===== src/design/vector_similarity_macros.svh =====
// assertion helpers used by the top design file
`ifndef VECTOR_SIMILARITY_MACROS_SVH
`define VECTOR_SIMILARITY_MACROS_SVH

`ifndef ASSERT_OFF
`define VS_ASSERT(lbl, clk, rstn, prop, msg) \
    lbl: assert property (@(posedge clk) disable iff (!(rstn)) (prop)) else $error(msg);
`define VS_NEVER(lbl, clk, rstn, cond, msg) \
    lbl: assert property (@(posedge clk) disable iff (!(rstn)) !(cond)) else $error(msg);
`else
`define VS_ASSERT(lbl, clk, rstn, prop, msg)
`define VS_NEVER(lbl, clk, rstn, cond, msg)
`endif

`endif


===== src/design/vs_pkg.sv =====
package vs_pkg;

    localparam int LIMB_W    = 16;
    localparam int PROD_W    = 2 * LIMB_W;
    localparam int COS_W     = 16;
    localparam int KW        = $clog2(COS_W);
    localparam int COS_SHIFT = 30;

    localparam logic [COS_W-1:0] COS_ONE = 16'h8000;

    typedef struct packed {
        logic mul_en;
        logic sub;
    } t_alu_ctl;

endpackage


===== src/design/vs_alu.sv =====
module vs_alu #(
    parameter int W = 120
) (
    input  logic                   i_clk,
    input  vs_pkg::t_alu_ctl       i_ctl,
    input  logic [vs_pkg::LIMB_W-1:0] i_mul_x,
    input  logic [vs_pkg::LIMB_W-1:0] i_mul_y,
    input  logic [W-1:0]           i_add_x,
    input  logic [W-1:0]           i_add_y,
    output logic [vs_pkg::PROD_W-1:0] o_prod,
    output logic [W-1:0]           o_sum,
    output logic                   o_carry
);
    import vs_pkg::*;

    logic [PROD_W-1:0] r_prod;
    logic [W:0]        w_full;
    logic [W-1:0]      w_y;

    // product is registered before any add that uses it
    always_ff @(posedge i_clk) begin
        if (i_ctl.mul_en) begin
            r_prod <= i_mul_x * i_mul_y;
        end
    end

    // subtract as x + ~y + 1, carry out high means x >= y
    assign w_y    = i_ctl.sub ? ~i_add_y : i_add_y;
    assign w_full = {1'b0, i_add_x} + {1'b0, w_y} + (W+1)'(i_ctl.sub);

    assign o_prod  = r_prod;
    assign o_sum   = w_full[W-1:0];
    assign o_carry = w_full[W];

endmodule


===== src/design/vs_out_reg.sv =====
module vs_out_reg (
    input  logic                     i_clk,
    input  logic                     i_rst_n,
    input  logic                     i_load,
    input  logic [vs_pkg::COS_W-1:0] i_cosine,
    input  logic [15:0]              i_mean,
    input  logic                     i_zero,
    input  logic                     i_ready,
    output logic                     o_valid,
    output logic                     o_space,
    output logic [vs_pkg::COS_W-1:0] o_cosine,
    output logic [15:0]              o_mean,
    output logic                     o_zero
);
    import vs_pkg::*;

    logic             r_valid;
    logic             n_valid;
    logic [COS_W-1:0] r_cosine;
    logic [15:0]      r_mean;
    logic             r_zero;

    assign o_space = !r_valid || i_ready;

    always_comb begin
        n_valid = r_valid;
        if (i_load) begin
            n_valid = 1'b1;
        end else if (i_ready) begin
            n_valid = 1'b0;
        end
    end

    always_ff @(posedge i_clk) begin
        if (!i_rst_n) begin
            r_valid <= 1'b0;
        end else begin
            r_valid <= n_valid;
        end
    end

    always_ff @(posedge i_clk) begin
        if (i_load) begin
            r_cosine <= i_cosine;
            r_mean   <= i_mean;
            r_zero   <= i_zero;
        end
    end

    assign o_valid  = r_valid;
    assign o_cosine = r_cosine;
    assign o_mean   = r_mean;
    assign o_zero   = r_zero;

endmodule


===== src/design/vector_similarity.sv =====
// channel   | valid       | ready        | payload
// ----------+-------------+--------------+-------------------------------------------
// element   | i_in_valid  | o_in_ready   | i_weight_a, i_weight_b, i_last_element
// result    | o_out_valid | i_out_ready  | o_cosine, o_mean_abs_distance, o_zero_norm
//
// an element runs through states E1 to E4 on one shared 16x16 multiplier and adder; ready only when idle
// the closing element adds setup and result load, the two wide products taken limb by limb
// (NL = 16-bit limbs per accumulator, 3 by default), the 16 root bits and ABS_W (28 by
// default) bits of division; a zero norm skips products and root
// synchronous active-low reset clears the sequencer, accumulators and output valid
// a held result does not block new elements; only a second result waits for it
`include "vector_similarity_macros.svh"

module vector_similarity #(
    parameter int MAX_LENGTH  = 4096,
    parameter int WEIGHT_BITS = 16
) (
    input  logic        i_clk,
    input  logic        i_rst_n,
    input  logic        i_in_valid,
    output logic        o_in_ready,
    input  logic [15:0] i_weight_a,
    input  logic [15:0] i_weight_b,
    input  logic        i_last_element,
    output logic        o_out_valid,
    input  logic        i_out_ready,
    output logic [vs_pkg::COS_W-1:0] o_cosine,
    output logic [15:0] o_mean_abs_distance,
    output logic        o_zero_norm
);
    import vs_pkg::*;

    localparam int LG    = $clog2(MAX_LENGTH);
    localparam int CNT_W = $clog2(MAX_LENGTH + 1);
    localparam int ACC_W = 2 * LIMB_W + LG;
    localparam int ABS_W = LIMB_W + LG;
    localparam int NL    = (ACC_W + LIMB_W - 1) / LIMB_W;
    localparam int LIW   = $clog2(NL);
    localparam int PW    = 2 * ACC_W;
    localparam int QW    = PW + COS_W;
    localparam int SW    = PW + COS_SHIFT;
    localparam int TW    = PW + 2 * COS_W;
    localparam int DIW   = $clog2(ABS_W);
    localparam int MB    = (WEIGHT_BITS >= 16) ? 16 : WEIGHT_BITS;

    localparam logic [15:0]      WMASK   = 16'((64'd1 << MB) - 64'd1);
    localparam logic [CNT_W-1:0] MAXC    = CNT_W'(MAX_LENGTH);
    localparam logic [LIW-1:0]   L_TOP   = LIW'(NL - 1);
    localparam logic [DIW-1:0]   DI_TOP  = DIW'(ABS_W - 1);
    localparam logic [KW-1:0]    K_TOP   = KW'(COS_W - 1);

    localparam logic [3:0] S_IDLE = 4'd0;
    localparam logic [3:0] S_E1   = 4'd1;
    localparam logic [3:0] S_E2   = 4'd2;
    localparam logic [3:0] S_E3   = 4'd3;
    localparam logic [3:0] S_E4   = 4'd4;
    localparam logic [3:0] S_FIN  = 4'd5;
    localparam logic [3:0] S_PM   = 4'd6;
    localparam logic [3:0] S_PA   = 4'd7;
    localparam logic [3:0] S_C1   = 4'd8;
    localparam logic [3:0] S_C2   = 4'd9;
    localparam logic [3:0] S_C3   = 4'd10;
    localparam logic [3:0] S_C4   = 4'd11;
    localparam logic [3:0] S_DV   = 4'd12;
    localparam logic [3:0] S_OUT  = 4'd13;

    logic [3:0]       r_state, n_state;
    logic [15:0]      r_wa, n_wa, r_wb, n_wb;
    logic             r_last, n_last;
    logic [ACC_W-1:0] r_dot, n_dot, r_na, n_na, r_nb, n_nb;
    logic [ABS_W-1:0] r_abs, n_abs;
    logic [CNT_W-1:0] r_cnt, n_cnt;
    logic [LIW-1:0]   r_li, n_li, r_lj, n_lj;
    logic             r_phase, n_phase;
    logic [TW-1:0]    r_acc, n_acc;
    logic [PW-1:0]    r_p, n_p;
    logic [SW-1:0]    r_d, n_d, r_s, n_s;
    logic [QW-1:0]    r_q, n_q;
    logic [TW-1:0]    r_t, n_t;
    logic [COS_W-1:0] r_c, n_c;
    logic [KW-1:0]    r_k, n_k;
    logic [CNT_W-1:0] r_rem, n_rem;
    logic [ABS_W-1:0] r_quo, n_quo;
    logic [DIW-1:0]   r_di, n_di;
    logic             r_zero, n_zero;

    t_alu_ctl            w_ctl;
    logic [LIMB_W-1:0]   w_mul_x, w_mul_y;
    logic [TW-1:0]       w_add_x, w_add_y, w_sum;
    logic                w_carry;
    logic [PROD_W-1:0]   w_prod;
    logic [NL*LIMB_W-1:0] w_mx_pad, w_my_pad;
    logic [LIW:0]        w_lsum;
    logic [15:0]         w_diff;
    logic [CNT_W:0]      w_rp;
    logic                w_space;
    logic                w_load;

    assign o_in_ready = (r_state == S_IDLE);
    assign w_load     = (r_state == S_OUT) && w_space;

    assign w_diff   = (r_wa >= r_wb) ? (r_wa - r_wb) : (r_wb - r_wa);
    assign w_mx_pad = (NL*LIMB_W)'(r_phase ? r_dot : r_na);
    assign w_my_pad = (NL*LIMB_W)'(r_phase ? r_dot : r_nb);
    assign w_lsum   = {1'b0, r_li} + {1'b0, r_lj};
    assign w_rp     = {r_rem, r_abs[r_di]};

    // operand selection for the shared multiplier and adder
    always_comb begin
        w_ctl   = '0;
        w_mul_x = r_wa;
        w_mul_y = r_wb;
        w_add_x = '0;
        w_add_y = '0;
        case (r_state)
            S_E1: begin
                w_ctl.mul_en = 1'b1;
                w_add_x = TW'(r_abs);
                w_add_y = TW'(w_diff);
            end
            S_E2: begin
                w_ctl.mul_en = 1'b1;
                w_mul_y = r_wa;
                w_add_x = TW'(r_dot);
                w_add_y = TW'(w_prod);
            end
            S_E3: begin
                w_ctl.mul_en = 1'b1;
                w_mul_x = r_wb;
                w_add_x = TW'(r_na);
                w_add_y = TW'(w_prod);
            end
            S_E4: begin
                w_add_x = TW'(r_nb);
                w_add_y = TW'(w_prod);
            end
            S_PM: begin
                w_ctl.mul_en = 1'b1;
                w_mul_x = w_mx_pad[r_li*LIMB_W +: LIMB_W];
                w_mul_y = w_my_pad[r_lj*LIMB_W +: LIMB_W];
            end
            S_PA: begin
                w_add_x = r_acc;
                w_add_y = TW'(w_prod) << {w_lsum, 4'b0000};
            end
            S_C1: begin
                // trial (c + 2^k)^2 * P built from c^2*P, c*P and P
                w_add_x = TW'(r_s);
                w_add_y = TW'(r_q) << ({1'b0, r_k} + (KW+1)'(1));
            end
            S_C2: begin
                w_add_x = r_t;
                w_add_y = TW'(r_p) << {r_k, 1'b0};
            end
            S_C3: begin
                w_ctl.sub = 1'b1;
                w_add_x = TW'(r_d);
                w_add_y = r_t;
            end
            S_C4: begin
                w_add_x = TW'(r_q);
                w_add_y = TW'(r_p) << r_k;
            end
            S_DV: begin
                w_ctl.sub = 1'b1;
                w_add_x = TW'(w_rp);
                w_add_y = TW'(r_cnt);
            end
            default: begin
                w_ctl = '0;
            end
        endcase
    end

    always_comb begin
        n_state = r_state;
        n_wa    = r_wa;
        n_wb    = r_wb;
        n_last  = r_last;
        n_dot   = r_dot;
        n_na    = r_na;
        n_nb    = r_nb;
        n_abs   = r_abs;
        n_cnt   = r_cnt;
        n_li    = r_li;
        n_lj    = r_lj;
        n_phase = r_phase;
        n_acc   = r_acc;
        n_p     = r_p;
        n_d     = r_d;
        n_s     = r_s;
        n_q     = r_q;
        n_t     = r_t;
        n_c     = r_c;
        n_k     = r_k;
        n_rem   = r_rem;
        n_quo   = r_quo;
        n_di    = r_di;
        n_zero  = r_zero;
        case (r_state)
            S_IDLE: begin
                if (i_in_valid) begin
                    n_wa   = i_weight_a & WMASK;
                    n_wb   = i_weight_b & WMASK;
                    n_last = i_last_element;
                    // a full vector holds its sums; the flag still closes it
                    if (r_cnt < MAXC) begin
                        n_state = S_E1;
                    end else if (i_last_element) begin
                        n_state = S_FIN;
                    end
                end
            end
            S_E1: begin
                n_abs   = w_sum[ABS_W-1:0];
                n_cnt   = r_cnt + CNT_W'(1);
                n_state = S_E2;
            end
            S_E2: begin
                n_dot   = w_sum[ACC_W-1:0];
                n_state = S_E3;
            end
            S_E3: begin
                n_na    = w_sum[ACC_W-1:0];
                n_state = S_E4;
            end
            S_E4: begin
                n_nb    = w_sum[ACC_W-1:0];
                n_state = r_last ? S_FIN : S_IDLE;
            end
            S_FIN: begin
                n_li    = '0;
                n_lj    = '0;
                n_acc   = '0;
                n_phase = 1'b0;
                n_c     = '0;
                n_rem   = '0;
                n_quo   = '0;
                n_di    = DI_TOP;
                if (r_na == '0 || r_nb == '0) begin
                    n_zero  = 1'b1;
                    n_state = S_DV;
                end else begin
                    n_zero  = 1'b0;
                    n_state = S_PM;
                end
            end
            S_PM: begin
                n_state = S_PA;
            end
            S_PA: begin
                n_acc   = w_sum;
                n_state = S_PM;
                if (r_lj == L_TOP) begin
                    n_lj = '0;
                    if (r_li == L_TOP) begin
                        n_li  = '0;
                        n_acc = '0;
                        if (!r_phase) begin
                            n_p     = w_sum[PW-1:0];
                            n_phase = 1'b1;
                        end else begin
                            n_d     = SW'(w_sum[PW-1:0]) << COS_SHIFT;
                            n_s     = '0;
                            n_q     = '0;
                            n_k     = K_TOP;
                            n_state = S_C1;
                        end
                    end else begin
                        n_li = r_li + LIW'(1);
                    end
                end else begin
                    n_lj = r_lj + LIW'(1);
                end
            end
            S_C1: begin
                n_t     = w_sum;
                n_state = S_C2;
            end
            S_C2: begin
                n_t     = w_sum;
                n_state = S_C3;
            end
            S_C3: begin
                if (w_carry) begin
                    n_s     = r_t[SW-1:0];
                    n_c     = r_c | (COS_W'(1) << r_k);
                    n_state = S_C4;
                end else if (r_k == '0) begin
                    n_state = S_DV;
                end else begin
                    n_k     = r_k - KW'(1);
                    n_state = S_C1;
                end
            end
            S_C4: begin
                n_q = w_sum[QW-1:0];
                if (r_k == '0) begin
                    n_state = S_DV;
                end else begin
                    n_k     = r_k - KW'(1);
                    n_state = S_C1;
                end
            end
            S_DV: begin
                // restoring division, one quotient bit a cycle
                n_rem = w_carry ? w_sum[CNT_W-1:0] : w_rp[CNT_W-1:0];
                n_quo = {r_quo[ABS_W-2:0], w_carry};
                if (r_di == '0) begin
                    n_state = S_OUT;
                end else begin
                    n_di = r_di - DIW'(1);
                end
            end
            S_OUT: begin
                if (w_space) begin
                    n_dot   = '0;
                    n_na    = '0;
                    n_nb    = '0;
                    n_abs   = '0;
                    n_cnt   = '0;
                    n_state = S_IDLE;
                end
            end
            default: begin
                n_state = S_IDLE;
            end
        endcase
    end

    always_ff @(posedge i_clk) begin
        if (!i_rst_n) begin
            r_state <= S_IDLE;
            r_dot   <= '0;
            r_na    <= '0;
            r_nb    <= '0;
            r_abs   <= '0;
            r_cnt   <= '0;
        end else begin
            r_state <= n_state;
            r_dot   <= n_dot;
            r_na    <= n_na;
            r_nb    <= n_nb;
            r_abs   <= n_abs;
            r_cnt   <= n_cnt;
        end
    end

    always_ff @(posedge i_clk) begin
        r_wa    <= n_wa;
        r_wb    <= n_wb;
        r_last  <= n_last;
        r_li    <= n_li;
        r_lj    <= n_lj;
        r_phase <= n_phase;
        r_acc   <= n_acc;
        r_p     <= n_p;
        r_d     <= n_d;
        r_s     <= n_s;
        r_q     <= n_q;
        r_t     <= n_t;
        r_c     <= n_c;
        r_k     <= n_k;
        r_rem   <= n_rem;
        r_quo   <= n_quo;
        r_di    <= n_di;
        r_zero  <= n_zero;
    end

    vs_alu #(
        .W(TW)
    ) u_alu (
        .i_clk  (i_clk),
        .i_ctl  (w_ctl),
        .i_mul_x(w_mul_x),
        .i_mul_y(w_mul_y),
        .i_add_x(w_add_x),
        .i_add_y(w_add_y),
        .o_prod (w_prod),
        .o_sum  (w_sum),
        .o_carry(w_carry)
    );

    vs_out_reg u_out (
        .i_clk   (i_clk),
        .i_rst_n (i_rst_n),
        .i_load  (w_load),
        .i_cosine(r_c),
        .i_mean  (r_quo[15:0]),
        .i_zero  (r_zero),
        .i_ready (i_out_ready),
        .o_valid (o_out_valid),
        .o_space (w_space),
        .o_cosine(o_cosine),
        .o_mean  (o_mean_abs_distance),
        .o_zero  (o_zero_norm)
    );

    `VS_ASSERT(a_cos_range, i_clk, i_rst_n, w_load |-> (r_c <= COS_ONE), "cosine above one")
    `VS_NEVER(a_zero_cos, i_clk, i_rst_n, w_load && r_zero && |r_c, "cosine set on zero norm")
    `VS_NEVER(a_rem_below, i_clk, i_rst_n, r_state == S_DV && r_rem >= r_cnt, "remainder too big")
    `VS_NEVER(a_cnt_max, i_clk, i_rst_n, r_cnt > MAXC, "element count beyond maximum length")
    `VS_ASSERT(a_load_shows, i_clk, i_rst_n, w_load |=> o_out_valid, "loaded result not presented")

endmodule


===== config.mk =====
export PLATFORM = sky130hd
export DESIGN_NAME = vector_similarity
export DESIGN_NICKNAME = d
export VERILOG_FILES = /design/src/design/vs_pkg.sv /design/src/design/vs_alu.sv /design/src/design/vs_out_reg.sv /design/src/design/vector_similarity.sv
export VERILOG_INCLUDE_DIRS = /design/src /design/src/design
export SDC_FILE = /design/constraint.sdc
export NUM_CORES = 2
export LEC_CHECK = 0
export BUFFER_PORTS_ARGS = -buffer_cell sky130_fd_sc_hd__buf_2
export CAP_MARGIN = 15
export CORE_MARGIN = 2
export CORE_UTILIZATION = 45
export CTS_BUF_LIST = sky130_fd_sc_hd__clkbuf_4 sky130_fd_sc_hd__clkbuf_8
export CTS_CLUSTER_DIAMETER = 60
export DETAILED_ROUTE_END_ITERATION = 10
export PLACE_DENSITY = 0.64
export SLEW_MARGIN = 20
export SYNTH_ARGS = -nofsm -noshare
export SYNTH_HDL_FRONTEND = slang
export SYNTH_HIERARCHICAL = 1
export SYNTH_SLANG_ARGS = --single-unit

===== constraint.sdc =====
create_clock -name i_clk -period 32.2 [get_ports i_clk]
set_input_delay 6.44 -clock i_clk [delete_from_list [all_inputs] [get_ports i_clk]]
set_output_delay 6.44 -clock i_clk [all_outputs]
set_load 0.005 [all_outputs]

==> run summary <==
status: finished, final reports clean
PortBufs: 71
relative slew slack: 7.192%
Clock Tree Buf Depth: 3
Die Height: 406.5 µm
terminus of the critical flop-to-flop path: r_s[44]
Min-Delay Path Class: reg -> reg
H-tree levels: 4
WL final: 363700 µm
post-CTS resize count: 0
largest net degree at the start of global routing: 130
CP arrival: 11.86 ns
CP max stage delay: 0.83 ns
register area: 27470 µm²
Worst path slowest cell: dfxtp_1
cell count after synthesis: 7538
fin nets: 7904
fmax: 88.67 MHz
count of state elements after synthesis: 974
die area: 165200 µm²
Routed Antenna Nets: 0
CP dominant cell by count: buf_4
commonest non-fill, non-tap cell in the layout: nand2_1
RSZ-0062 raised after global routing: no
reg-to-reg critical path startpoint: r_state[3]
total CTS buffers: 177
fin crit share: 35.02%
Worst-path clk slew: 0.06 ns
# Post-CTS Setup Buffers: 0
Hold Path Depth: 0
Hold Vio Cnt, Final: 0
Hold Startpoint: r_quo[15]
initial antenna violation count: 42
Worst Path Required: 32.79 ns
Post-synth ARST share: 0%
maximum net fanout on the critical path: 79
worst r2r path cells: 28
DR DRC count: 0
starting density of the core: 45.35%
Non-Filler Instances: 9754
Crit Path Class: reg -> reg
row cnt: 147
Boundary Pins: 72
Detail Placement HPWL: 268000 µm
clk_skew: 0.07555 ns
routed vias: 67377
Filler cells: 15063
core region area: 160800 µm²
fin util: 49.55%
GR Overflow Total: 0
root buffer cell: clkbuf_8
worst-skew pair later-pin latency: 1.02 ns
CP Buf/Inv Count: 7
Ys Warns: 6
area of the multi-input gates: 42570 µm²
hold buffers post-CTS: 0
First-pass DRT Iterations: 9
CTS tree: yes
setup TNS: 0 ns
minimum clock period: 11.28 ns
routability cong.: 1.078
crit path from: r_state[3]
Die X: 406.5 µm
Worst setup EP type: flop
drt via density: 6.908
DRT iter0 DRCs: 10920
hold endpoint: u_out/o_mean[15]
worst-margin pin slew: 1.385 ns
Slew Limit Fails: 0
FF-to-FF setup slack: 20.92 ns
Synth Cell Area: 72900 µm²
number of instances in the placed design: 9384
Mapped Avg Cell Area: 9.672 µm²
crit start category: flop
total track usage: 43.31%
Yosys cell types: 102
top_reg_cell synth: edfxtp_1
# setup viols final: 0
maxcap violations: 0
layout cells sized above 1: 12.37%
number of flops mapped to enable cells by yosys: 796
Worst path top cell family by delay: buffers and inverters
CTS Sinks: 974
number of global-route vias before repair: 63166
syn nets: 8039
sequential share of the synthesized area: 37.67%
global-route wire length before repair: 501600 µm
Area Growth Syn to Fin: 9.262%
drt wl/cell: 37.28 µm
most frequent cells in the layout: 926 x nand2_1, 796 x edfxtp_1, 503 x a21oi_1
-- stage by stage --
stage	instance area (µm²)	hold WS [ns]	setup slack, ns
after floorplan	72900	0.4003	19.96
after global placement	75640	0.4066	21.36
after detailed placement	75750	0.4104	21.30
after CTS	79490	0.4330	21.26
after global routing	79570	0.4547	20.61
final	79660	0.4257	20.92
-- synth_stat cells, types with 190 or more instances --
cell / count / area share, %
nor2_1: 433 / 2.2
edfxtp_1: 796 / 33
nand2_1: 934 / 4.8
a21oi_1: 508 / 3.5
mux2i_1: 324 / 4.4
a22oi_1: 256 / 2.6
clkbuf_1: 369 / 1.9
and2_1: 367 / 3.1
xor2_1: 190 / 2.3
fa_1: 198 / 5.4
nand3_1: 302 / 2.1
inv_1: 317 / 1.6
ha_1: 266 / 4.6
o21ai_0: 278 / 1.9
-- cells by family after synthesis --
logic type | share of synthesized area, %
multiplexers | 9.939
XOR/XNOR | 3.494
buffers and inverters | 5.008
adder cells (fa/ha/maj) | 10.00
AO/OA/AOI/OAI | 17.66
flip-flops | 37.67
AND/OR/NAND/NOR | 16.23
-- flip-flops by register name, summed over array words and instances (netlist names), 13 cells and up --
name / count
r_acc: 120
u_alu/o_prod: 32
r_cnt: 13
r_s: 118
r_quo: 16
r_t: 120
r_rem: 13
r_abs: 28
u_out/o_cosine: 16
r_q: 104
r_c: 16
u_out/o_mean: 16
r_wb: 16
r_p: 88
r_na: 44
r_nb: 44
r_wa: 16
r_d: 88
r_dot: 44
-- how the worst max path moves through the flow --
stage                     endpoint  slack, ns  depth (start not counted)
after floorplan             r_s[0]      19.96                         30
after global placement     r_s[49]      21.36                         27
after detailed placement   r_s[45]      21.30                         27
after CTS                  r_s[78]      21.26                         27
after global routing       r_s[48]      20.61                         28
final                      r_s[44]      20.92                         28
-- cell type report --
type                    instances  share of cell area (%)
flip-flops and latches        974                   34.48
diodes                         41                  0.1288
well taps                    2160                   3.393
clock buffers                 232                   3.616
multi-input cells            5666                   53.45
clock inverters                97                   1.071
inverters                     321                   1.531
repair buffers                263                   2.334
-- routing by layer --
layer	global-route usage, %	vias up	routed length, µm
met5	0	-	200
met3	13.04	1269	42350
met4	31.90	26	32090
li1	-	27662	-
met2	64.42	4982	156700
met1	53.14	33438	132400
Power is not shown: default switching activity piles up to over one toggle a cycle in this logic, so the estimate is an artifact.
